### config.mk
export PLATFORM = sky130hd
export DESIGN_NAME = chol_ram
export DESIGN_NICKNAME = d
export VERILOG_FILES = /design/src/cholesky_decomposition_unit_assert.svh /design/src/chol_ram.sv
export SDC_FILE = /design/constraint.sdc
export NUM_CORES = 2
export LEC_CHECK = 0
export BUFFER_PORTS_ARGS = -buffer_cell sky130_fd_sc_hd__buf_2
export CAP_MARGIN = 25
export CORE_MARGIN = 2
export CORE_UTILIZATION = 60
export CTS_CLUSTER_DIAMETER = 200
export CTS_CLUSTER_SIZE = 16
export DETAILED_ROUTE_END_ITERATION = 16
export PLACE_DENSITY = 0.78
export SYNTH_ARGS = -nofsm -noshare
export SYNTH_HDL_FRONTEND = slang
export SYNTH_SLANG_ARGS = --single-unit
### constraint.sdc
create_clock -name i_clk -period 7.2 [get_ports i_clk]
set_input_delay 0 -clock i_clk [delete_from_list [all_inputs] [get_ports i_clk]]
set_output_delay 0 -clock i_clk [all_outputs]
set_load 0.03 [all_outputs]
### src/cholesky_decomposition_unit_assert.svh
// assertion helpers for the cholesky unit
`ifndef CHOLESKY_DECOMPOSITION_UNIT_ASSERT_SVH
`define CHOLESKY_DECOMPOSITION_UNIT_ASSERT_SVH

// same-cycle implication, checked out of reset
`define CHOL_ASSERT_NOW(lbl, ante, cons, msg) \
    lbl: assert property (@(posedge i_clk) disable iff (!i_rst_n) (ante) |-> (cons)) \
        else $error(msg);

// next-cycle implication, checked out of reset
`define CHOL_ASSERT_NEXT(lbl, ante, cons, msg) \
    lbl: assert property (@(posedge i_clk) disable iff (!i_rst_n) (ante) |=> (cons)) \
        else $error(msg);

`endif

### src/chol_ram.sv
module chol_ram #(
    parameter int WIDTH = 32,
    parameter int DEPTH = 64
) (
    input  logic                     i_clk,
    input  logic                     i_we,
    input  logic [$clog2(DEPTH)-1:0] i_waddr,
    input  logic [WIDTH-1:0]         i_wdata,
    input  logic [$clog2(DEPTH)-1:0] i_raddr,
    output logic [WIDTH-1:0]         o_rdata
);

    logic [WIDTH-1:0] r_mem [DEPTH];
    logic [WIDTH-1:0] r_rdata;

    always_ff @(posedge i_clk) begin
        if (i_we) begin
            r_mem[i_waddr] <= i_wdata;
        end
        r_rdata <= r_mem[i_raddr];
    end

    assign o_rdata = r_rdata;

endmodule

==> results.py <==
metrics = {
    "status": {
        "status": "completed",
    },
    "routing": {
        "post-route-drc-count": 0,
        "via_count": 38372,
        "firstDrtPassIters": 6,
        "vias_per_cell": 7.13,
        "drt_wl_total_um": 202000,
        "drt-initial-drc-count": 6397,
        "wl_per_cell_um": 37.5,
        "postRouteAntennaNets": 0,
    },
    "cts": {
        "path_clk_slew_ps": 70,
        "cts_setup_buffers": 0,
        "cts_sinks": 2080,
        "cts_max_path_buffers": 3,
        "cts_tree": "built",
        "htreeDepth": 4,
        "cts_resized": 0,
        "clk_latency_ps": 800,
        "numCtsBuffers": 147,
        "root_buffer": "clkbuf_16",
    },
    "final_layout": {
        "syn_to_final_growth_pct": 10.5,
        "final_nets": 3579,
        "drive_above_1_share": 0.270,
        "fin_util": 0.669,
        "layout_commonest_cell": "edfxtp_1",
        "layout_common_cells": "2048 x edfxtp_1, 544 x mux4_2, 150 x clkbuf_16",
    },
    "place": {
        "place.gp.congestion": 0.822,
        "dp_hpwl_um": 105000,
        "io_buffers": 77,
    },
    "floorplan": {
        "chipWidth_um": 366,
        "rows": 132,
        "start_util": 0.606,
        "num_io_pins": 78,
        "die_h_um": 366,
        "die-area_mm2": 0.134,
        "core_area_mm2": 0.130,
    },
    "grt": {
        "grt_usage": 0.303,
        "grt_first_pass_wirelength_um": 285000,
        "grt_remaining_overflow": 0,
        "grt_max_degree": 124,
        "antenna_found_initial": 11,
        "grt_pass1_vias": 38550,
    },
    "setup_path": {
        "start_kind": "input port",
        "endpoint_kind": "flop",
        "cp.arrival_ps": 3510,
        "critical_path_class": "in2reg",
        "cp_max_fo": 46,
        "required_ps": 7910,
    },
    "timing": {
        "fin_skew_ps": 31.0,
        "finalSetupViolCount": 0,
        "rsz0062_at_grt": "false",
        "post-route-min-period_ps": 2790,
        "fmax_mhz": 358,
        "hold_viol_final": 0,
        "fin_crit_sh": 0.388,
        "fin_setup_tns_ps": 0,
        "relSlewSlack": 0.291,
        "max_slew.worst_pin.slew_ps": 1060,
        "holdWs_ps": 48.8,
        "finalMaxSlewViolations": 0,
    },
    "power": {
        "cellPowerDensity_mw_per_mm2": 261,
        "leakage_nw": 26.7,
        "irDropWorstVdd_v": 0.000272,
    },
    "flow_run": {
        "drv_cap": 0,
    },
    "synthesis": {
        "synth_area_mm2": 0.0785,
        "yosysSeqAreaShare": 0.791,
        "synth_cell_types": 34,
        "ys_ff_latch": 2080,
        "yosysWarnings": 0,
        "postSynthAreaPerCell_um2": 23.6,
        "synth_fp_nets": 3370,
        "synth_cells": 3324,
    },
    "hold_path": {
        "hold_class": "in2reg",
    },
}
per-layer routing:
layer  track usage  wire (µm)
met3        0.0633      23900
met5             0         68
met4         0.132       9310
met1         0.411      69700
met2         0.486      98900
worst max-delay path: stages:
cell and delay (ps):
dlygate4sd3_1 540, buf_4 550, buf_4 430, or2_1 690, buf_16 240, o22ai_1 110, nor2_1 560, a21oi_1 160
nor2_1 130
registers in the layout, summed over array words and instances, names as in the netlist:
signal	count
o_rdata	32
r_mem	2048
timing repair:
action	in CTS	in global routing
setup endpoints to repair	0	0
hold buffers	29	6
endpoints found under the hold margin	1459	283
cell type report:
cell class / count / area (µm²)
Tap cell: 1742 / 2180
Clock inverter: 10 / 136
Antenna cell: 6 / 15.0
Multi-Input combinational cell: 1062 / 16000
Clock buffer: 237 / 4080
Sequential cell: 2080 / 62100
Fill cell: 7558 / 42900
Timing Repair Buffer: 242 / 2220
power by group:
part / leakage [nW] / internal, mW / switching (mW)
Clock: 2.01 / 3.90 / 3.95
Combinational: 5.97 / 0.478 / 0.836
Sequential: 18.7 / 13.4 / 0.0645
metrics by stage:
| step | setup WS, ps | instance area [µm²] | total power [mW] | cells |
|---|---|---|---|---|
| 2_1_floorplan | 4040 | 78500 | 14.4 | 3324 |
| 3_3_place_gp | 3920 | 81600 | 14.9 | 5064 |
| 3_5_place_dp | 3920 | 81900 | 15.0 | 5079 |
| 4_1_cts | 4550 | 86400 | 22.6 | 5355 |
| 5_1_grt | 4470 | 86700 | 23.1 | 5374 |
| 6_report | 4410 | 86700 | 22.6 | 5379 |
cells by family after synthesis:
family | share of synthesized area
flip-flops | 0.791
multiplexers | 0.168
AO/OA/AOI/OAI | 0.0167
buffers and inverters | 0.0113
AND/OR/NAND/NOR | 0.0127
synthesized netlist by cell type:
cell type  count  area share
a21oi_1       62      0.0040
a22oi_1       12      0.0011
a311oi_1       8     0.00089
a31oi_1        1    0.000080
a41o_1         4     0.00051
and2_1         2     0.00016
and3_1         4     0.00032
buf_1         21      0.0010
buf_2         57      0.0036
buf_4         25      0.0024
buf_6          5     0.00072
clkbuf_1      74      0.0035
dfxtp_1       32      0.0082
edfxtp_1    2048        0.78
mux2i_1       93       0.012
mux4_2       544        0.16
nand2_1       26      0.0012
nand2b_1       8     0.00064
nand3_1        5     0.00032
nand3b_1       5     0.00048
nand4_1        2     0.00016
nand4b_1       1     0.00011
nor2_1       137      0.0065
nor2b_1       15      0.0012
nor3_1         7     0.00045
o221ai_1      27      0.0030
o22ai_1       84      0.0067
o32ai_1        4     0.00045
or2_0          1    0.000080
or2_1          1    0.000080
or2_2          1    0.000080
or3_1          3     0.00024
or3b_1         2     0.00022
or3b_2         3     0.00033
path summary, 6_finish.rpt:
| kind | start | end | slack [ps] | cells past startpoint |
|---|---|---|---|---|
| hold / removal | i_raddr[2] | o_rdata[30] | 50 | 5 |
| setup reg to reg | r_mem[11][18] | o_rdata[18] | 4850 | 4 |
| hold reg to reg | r_mem[12][17] | o_rdata[17] | 790 | 4 |
| setup / recovery | i_raddr[3] | o_rdata[2] | 4410 | 9 |
Note: power is estimated with default switching activity, not from simulation.
