### src/cholesky_decomposition_unit_assert.svh
// assertion helpers for the cholesky unit
`ifndef CHOLESKY_DECOMPOSITION_UNIT_ASSERT_SVH
`define CHOLESKY_DECOMPOSITION_UNIT_ASSERT_SVH

// same-cycle implication, checked out of reset
`define CHOL_ASSERT_NOW(lbl, ante, cons, msg) \
    lbl: assert property (@(posedge i_clk) disable iff (!i_rst_n) (ante) |-> (cons)) \
        else $error(msg);

// next-cycle implication, checked out of reset
`define CHOL_ASSERT_NEXT(lbl, ante, cons, msg) \
    lbl: assert property (@(posedge i_clk) disable iff (!i_rst_n) (ante) |=> (cons)) \
        else $error(msg);

`endif

### src/chol_pkg.sv
package chol_pkg;

    localparam int MAX_SIZE = 8;
    localparam int IDX_W    = 3;
    localparam int SIZE_W   = 4;
    localparam int ADDR_W   = 2 * IDX_W;
    localparam int DEPTH    = MAX_SIZE * MAX_SIZE;
    localparam int PADDR_W  = 3;

    localparam logic [PADDR_W-1:0] ADDR_MATRIX_SIZE = 3'd0;
    localparam logic [SIZE_W-1:0]  SIZE_RESET       = 4'd8;

    typedef enum logic [3:0] {
        S_LOAD,
        S_ACC,
        S_K0,
        S_KLOOP,
        S_KA,
        S_KB,
        S_KSUB,
        S_FIN,
        S_DIVGO,
        S_WAITU,
        S_ERD,
        S_EOUT,
        S_EERR
    } t_state;

    typedef enum logic {
        OP_DIV,
        OP_SQRT
    } t_unit_op;

    typedef struct packed {
        logic     start;
        t_unit_op op;
    } t_unit_req;

endpackage

### src/chol_divsqrt.sv
module chol_divsqrt import chol_pkg::*; (
    input  logic             i_clk,
    input  logic             i_rst_n,
    input  t_unit_req        i_req,
    input  logic [31:0]      i_a,
    input  logic [31:0]      i_b,
    output logic             o_done,
    output logic [31:0]      o_result
);

    logic            r_busy, n_busy;
    t_unit_op        r_op, n_op;
    logic            r_neg, n_neg;
    logic [5:0]      r_cnt, n_cnt;
    logic [47:0]     r_x, n_x;
    logic [32:0]     r_rem, n_rem;
    logic [47:0]     r_q, n_q;
    logic [47:0]     r_bit, n_bit;
    logic [31:0]     r_b, n_b;
    logic            r_done, n_done;

    logic [31:0]     a_mag;
    logic [32:0]     rem_sh;
    logic [47:0]     trial;

    assign a_mag  = i_a[31] ? (~i_a + 32'd1) : i_a;
    assign rem_sh = {r_rem[31:0], r_x[47]};
    assign trial  = r_q + r_bit;

    always_comb begin
        n_busy = r_busy;
        n_op   = r_op;
        n_neg  = r_neg;
        n_cnt  = r_cnt;
        n_x    = r_x;
        n_rem  = r_rem;
        n_q    = r_q;
        n_bit  = r_bit;
        n_b    = r_b;
        n_done = 1'b0;
        if (i_req.start) begin
            n_busy = 1'b1;
            n_op   = i_req.op;
            n_neg  = i_a[31];
            n_rem  = '0;
            n_q    = '0;
            n_b    = i_b;
            n_bit  = 48'h1 << 46;
            if (i_req.op == OP_DIV) begin
                n_x   = {a_mag, 16'd0};
                n_cnt = 6'd47;
            end else begin
                n_x   = {i_a, 16'd0};
                n_cnt = 6'd23;
            end
        end else if (r_busy) begin
            unique case (r_op)
                OP_DIV: begin
                    n_x = {r_x[46:0], 1'b0};
                    if (rem_sh >= {1'b0, r_b}) begin
                        n_rem = rem_sh - {1'b0, r_b};
                        n_q   = {r_q[46:0], 1'b1};
                    end else begin
                        n_rem = rem_sh;
                        n_q   = {r_q[46:0], 1'b0};
                    end
                end
                OP_SQRT: begin
                    if (r_x >= trial) begin
                        n_x = r_x - trial;
                        n_q = (r_q >> 1) + r_bit;
                    end else begin
                        n_q = r_q >> 1;
                    end
                    n_bit = r_bit >> 2;
                end
            endcase
            n_cnt = r_cnt - 6'd1;
            if (r_cnt == 6'd0) begin
                n_busy = 1'b0;
                n_done = 1'b1;
            end
        end
    end

    always_ff @(posedge i_clk) begin
        if (!i_rst_n) begin
            r_busy <= 1'b0;
            r_done <= 1'b0;
        end else begin
            r_busy <= n_busy;
            r_done <= n_done;
        end
        r_op  <= n_op;
        r_neg <= n_neg;
        r_cnt <= n_cnt;
        r_x   <= n_x;
        r_rem <= n_rem;
        r_q   <= n_q;
        r_bit <= n_bit;
        r_b   <= n_b;
    end

    // sign and saturate the quotient magnitude; the root passes through unchanged
    always_comb begin
        if (r_op == OP_SQRT) begin
            o_result = r_q[31:0];
        end else if (!r_neg) begin
            o_result = (r_q[47:31] != '0) ? 32'h7fff_ffff : r_q[31:0];
        end else begin
            o_result = (r_q > 48'h0000_8000_0000) ? 32'h8000_0000 : (~r_q[31:0] + 32'd1);
        end
    end

    assign o_done = r_done;

endmodule

### config.mk
export PLATFORM = sky130hd
export DESIGN_NAME = chol_divsqrt
export DESIGN_NICKNAME = d
export VERILOG_FILES = /design/src/cholesky_decomposition_unit_assert.svh /design/src/chol_pkg.sv /design/src/chol_divsqrt.sv
export SDC_FILE = /design/constraint.sdc
export NUM_CORES = 1
export LEC_CHECK = 0
export BUFFER_PORTS_ARGS = -buffer_cell sky130_fd_sc_hd__buf_2
export CORE_AREA = 2 2 216 218
export DETAILED_ROUTE_END_ITERATION = 16
export DIE_AREA = 0 0 218 220
export SLEW_MARGIN = 20
export SYNTH_ARGS = -nofsm -noshare
export SYNTH_HDL_FRONTEND = slang
export SYNTH_SLANG_ARGS = --single-unit
### constraint.sdc
create_clock -name i_clk -period 16.16 [get_ports i_clk]
set_input_delay 1.616 -clock i_clk [delete_from_list [all_inputs] [get_ports i_clk]]
set_output_delay 1.616 -clock i_clk [all_outputs]
set_load 0.05 [all_outputs]
==> run metrics <==
outcome complete, no violations; fin crit share 40.77%; post-synthesis compound-gate area fraction 27.16%; Die Area ~0.048 mm²; peak supply drop 0.08397 mV; HPWL after DPL 41790 µm; minimum clock period roughly 6.6 ns; Post-synth top flop dfxtp_1; Synth Area per Inst 7.755 µm²; register area ~0.0048 mm²; placed cell area 0.01894 mm²; Final Hold Vio Count 0; CP Capture Type flop; Worst R2R Setup Slack 9.57 ns; maximum number of pins on one net before global-route repair 86; Mapped Area 0.01806 mm²; Seq/Total Area, Yosys between 20% and 30%; dominant cell type by area after synthesis edfxtp_1; final WL 56640 µm; Synth-to-Final Area Change 7.911%; per-cell routed wire length ~19 µm; Worst-path clk slew around 0.080 ns; 1st-iter DRT viols 1327; ANT nets after route 0; Fmax achieved 0.1518 GHz; Max-Cap Viols 0; Hold Path Sink r_rem[7]$_SDFFE_PP0P_; Post-synth EDFFs 88; GRT Total Usage 23.71%; Worst Path Max Fanout 38; yosys warns 0; Slew HR 28.66%; Slew Limit Fails 0; Cell variety after synth 91; Synth Area in XOR/XNOR between 8 and 9%; # hold bufs at CTS 0; reg2reg end r_q[32]$_SDFFE_PP0P_; 1st-pass router iterations 5; mux cell area share after synthesis 1.967%; Req. time, crit path 16.48 ns; synthesized flop and latch total a little under 200; cell area after layout roughly 0.019 mm²; Reg2Reg Launch Point r_q[2]$_SDFFE_PP0P_; first-pass GRT wire length 90520 µm; initial antenna violation count 0; Fin Hold WS 0.4823 ns; Num CTS Buffers 17; Worst setup SP type flop; Gate Count Post-Synth between 2000 and 2500; share of Yosys cell area claimed by the top area cell type 14.63%; asr flop ratio synth 0%; CP startpoint r_q[2]$_SDFFE_PP0P_; # diodes 0; Adder-Cell Fraction of Synth Area 9.435%; # rows 79; GRT overflow 0; Chip Width 218 µm; Layout Cells excl Fill 2952; number of port buffers 100; Reg2Reg Depth 19; Leak 7.634 nW; main combinational cell family by area after synthesis compound AO/OA/AOI/OAI gates; layout cell share with drive strength beyond 1 under 10%; Starting Density between 30% and 40%; H-tree depth 4; DRC errors left 0; vias in the first global route ~17000; via count around 18000; Simple-Gate Fraction of Synth Area 22.02%; critical setup path kind flop to flop; # fillers 4766; Die H 220 µm; Hold/Removal Path Class flop to flop; Max clock buf depth 2; Post-CTS Setup Bufs 0; CTS tree done; worst hold start r_rem[7]$_SDFFE_PP0P_; post-cts sizing count 0; Tightest Pin Transition approximately 1.1 ns; clock latency on the worst-skew pair between 0.4 and 0.5 ns; RePlAce Congestion 0.9703; I/O pins 101; Root Driver clkbuf_16; Worst Skew 0.01426 ns; pwr/cell area about 100 mW/mm²; routed vias/inst 5.943; syn_nets 2532; placed cell count roughly 2900; clock sink count 194; RSZ-0062 raised after global routing no; Nets 2535; Synth area leaders edfxtp_1 15%, dfxtp_1 12%, ha_1 9.2%; TNS Setup 0 ns; Final setup viols 0; Crit path arrival time 6.91 ns; multi-input logic area 0.01245 mm²; core area 0.04586 mm²; hold depth 2
[metrics by stage]
step | worst slack [ns] | utilization (%) | power, mW
floorplan | 7.933 | - | 1.360
global placement | 9.764 | 41.29 | 1.601
detailed placement | 9.641 | 41.29 | 1.608
CTS | 9.625 | 42.50 | 2.041
global route | 9.143 | 42.50 | 2.169
finish | 9.571 | 42.50 | 2.036
[registers in the layout, indices dropped and copies added, names as in the netlist, 6 cells and up]
register and cells:
r_x 48, r_rem 32, r_b 32, r_q 48
r_cnt 6, r_bit 24
[cell usage in the layout, fill, tap and decap left out, types with 24 or more instances in the layout]
master | netlist | final
mux2i_1 | 31 | 31
nand2b_1 | 24 | 24
xnor2_1 | 93 | 93
a211oi_1 | 27 | 27
nand4_1 | 40 | 40
a31oi_1 | 69 | 69
nor2_1 | 176 | 174
nor3_1 | 53 | 53
nand2_1 | 317 | 317
or3_1 | 25 | 25
o211ai_1 | 25 | 25
xor2_1 | 76 | 76
nand3_1 | 43 | 43
buf_2 | 19 | 99
o21ai_0 | 163 | 162
dfxtp_1 | 106 | 105
ha_1 | 133 | 133
inv_1 | 85 | 85
nor2b_1 | 24 | 24
and3_1 | 30 | 30
a21oi_1 | 174 | 174
a21o_1 | 51 | 51
a311oi_1 | 32 | 32
o21a_1 | 26 | 26
edfxtp_1 | 88 | 88
[layout make-up]
cell class | count | share of cell area, %
Multi-Input combinational cell | 1914 | 63.87
Sequential cell | 194 | 24.45
Tap cell | 607 | 3.897
Timing Repair Buffer | 117 | 3.255
Clock buffer | 20 | 2.292
Inverter | 88 | 1.695
Clock inverter | 12 | 0.5392
[layer usage]
layer / global-route usage, % / part of all wire [%] / vias up
met5: 0 / 0 / -
met4: 10.25 / 3.5 / 0
li1: - / - / 8604
met2: 41.80 / 49 / 470
met3: 2.954 / 4.4 / 91
met1: 28.95 / 43 / 8380
[report_power, final]
group,switching (mW),leakage [nW],total [mW],internal (mW)
registers,0.0647,1.74,0.650,0.585
clock network,0.209,0.273,0.427,0.218
logic,0.618,5.62,0.959,0.341
[synth_stat cells, drive strengths merged, types with 7 or more instances]
master and instances:
o21ai 168, mux2i 31, buf 32, o21a 26, xor2 76, a211oi 30
o31ai 17, nor2b 24, a31oi 69, o21bai 18, and3 30, clkbuf 101
nand3 43, a21oi 176, o22ai 14, o311ai 13, nand4 40, nand3b 7
nor3 54, o31a 8, nand2b 24, a31o 16, nor3b 11, nor4 19
ha 133, a22oi 16, nand2 317, a21boi 11, and4 9, a21o 51
or4 7, xnor2 93, o211ai 25, nor2 176, or3 27, dfxtp 106
edfxtp 88, and2 16, a311oi 32, inv 86
[critical path, stage by stage, from the launching register on]
cell	delay [ns]
dfxtp_1	0.42
ha_1	0.39
a31o_2	0.19
a31oi_1	0.22
nor4b_2	0.37
nor3_1	0.13
o41ai_2	0.61
a31oi_1	0.27
o21bai_2	0.26
a21oi_1	0.11
xnor2_1	0.15
ha_1	0.37
and2_1	0.17
nand3_1	0.16
nor4_1	0.30
o2111a_1	0.84
or2_2	0.82
mux2_2	0.41
mux2i_1	0.14
a211oi_1	0.09
[cell families (layout without fill, tap and decap cells)]
logic type,after synthesis,count (layout)
compound gates,749,749
xor+xnor,169,169
fa+ha+maj,135,135
buf+inv,221,237
flops,194,194
mux,35,35
simple gates,826,826
[worst max-delay path by stage]
| stage | end | slack (ns) | cells after the start |
|---|---|---|---|
| after global placement | r_q[32]$_SDFFE_PP0P_ | 9.76 | 19 |
| after floorplan | r_x[0]$_SDFFCE_PP0P_ | 7.93 | 19 |
| after detailed placement | r_q[32]$_SDFFE_PP0P_ | 9.64 | 19 |
| final | r_q[32]$_SDFFE_PP0P_ | 9.57 | 19 |
| after global routing | r_q[32]$_SDFFE_PP0P_ | 9.14 | 19 |
| after CTS | r_q[32]$_SDFFE_PP0P_ | 9.62 | 19 |
Power figures use the tool's default switching activity.
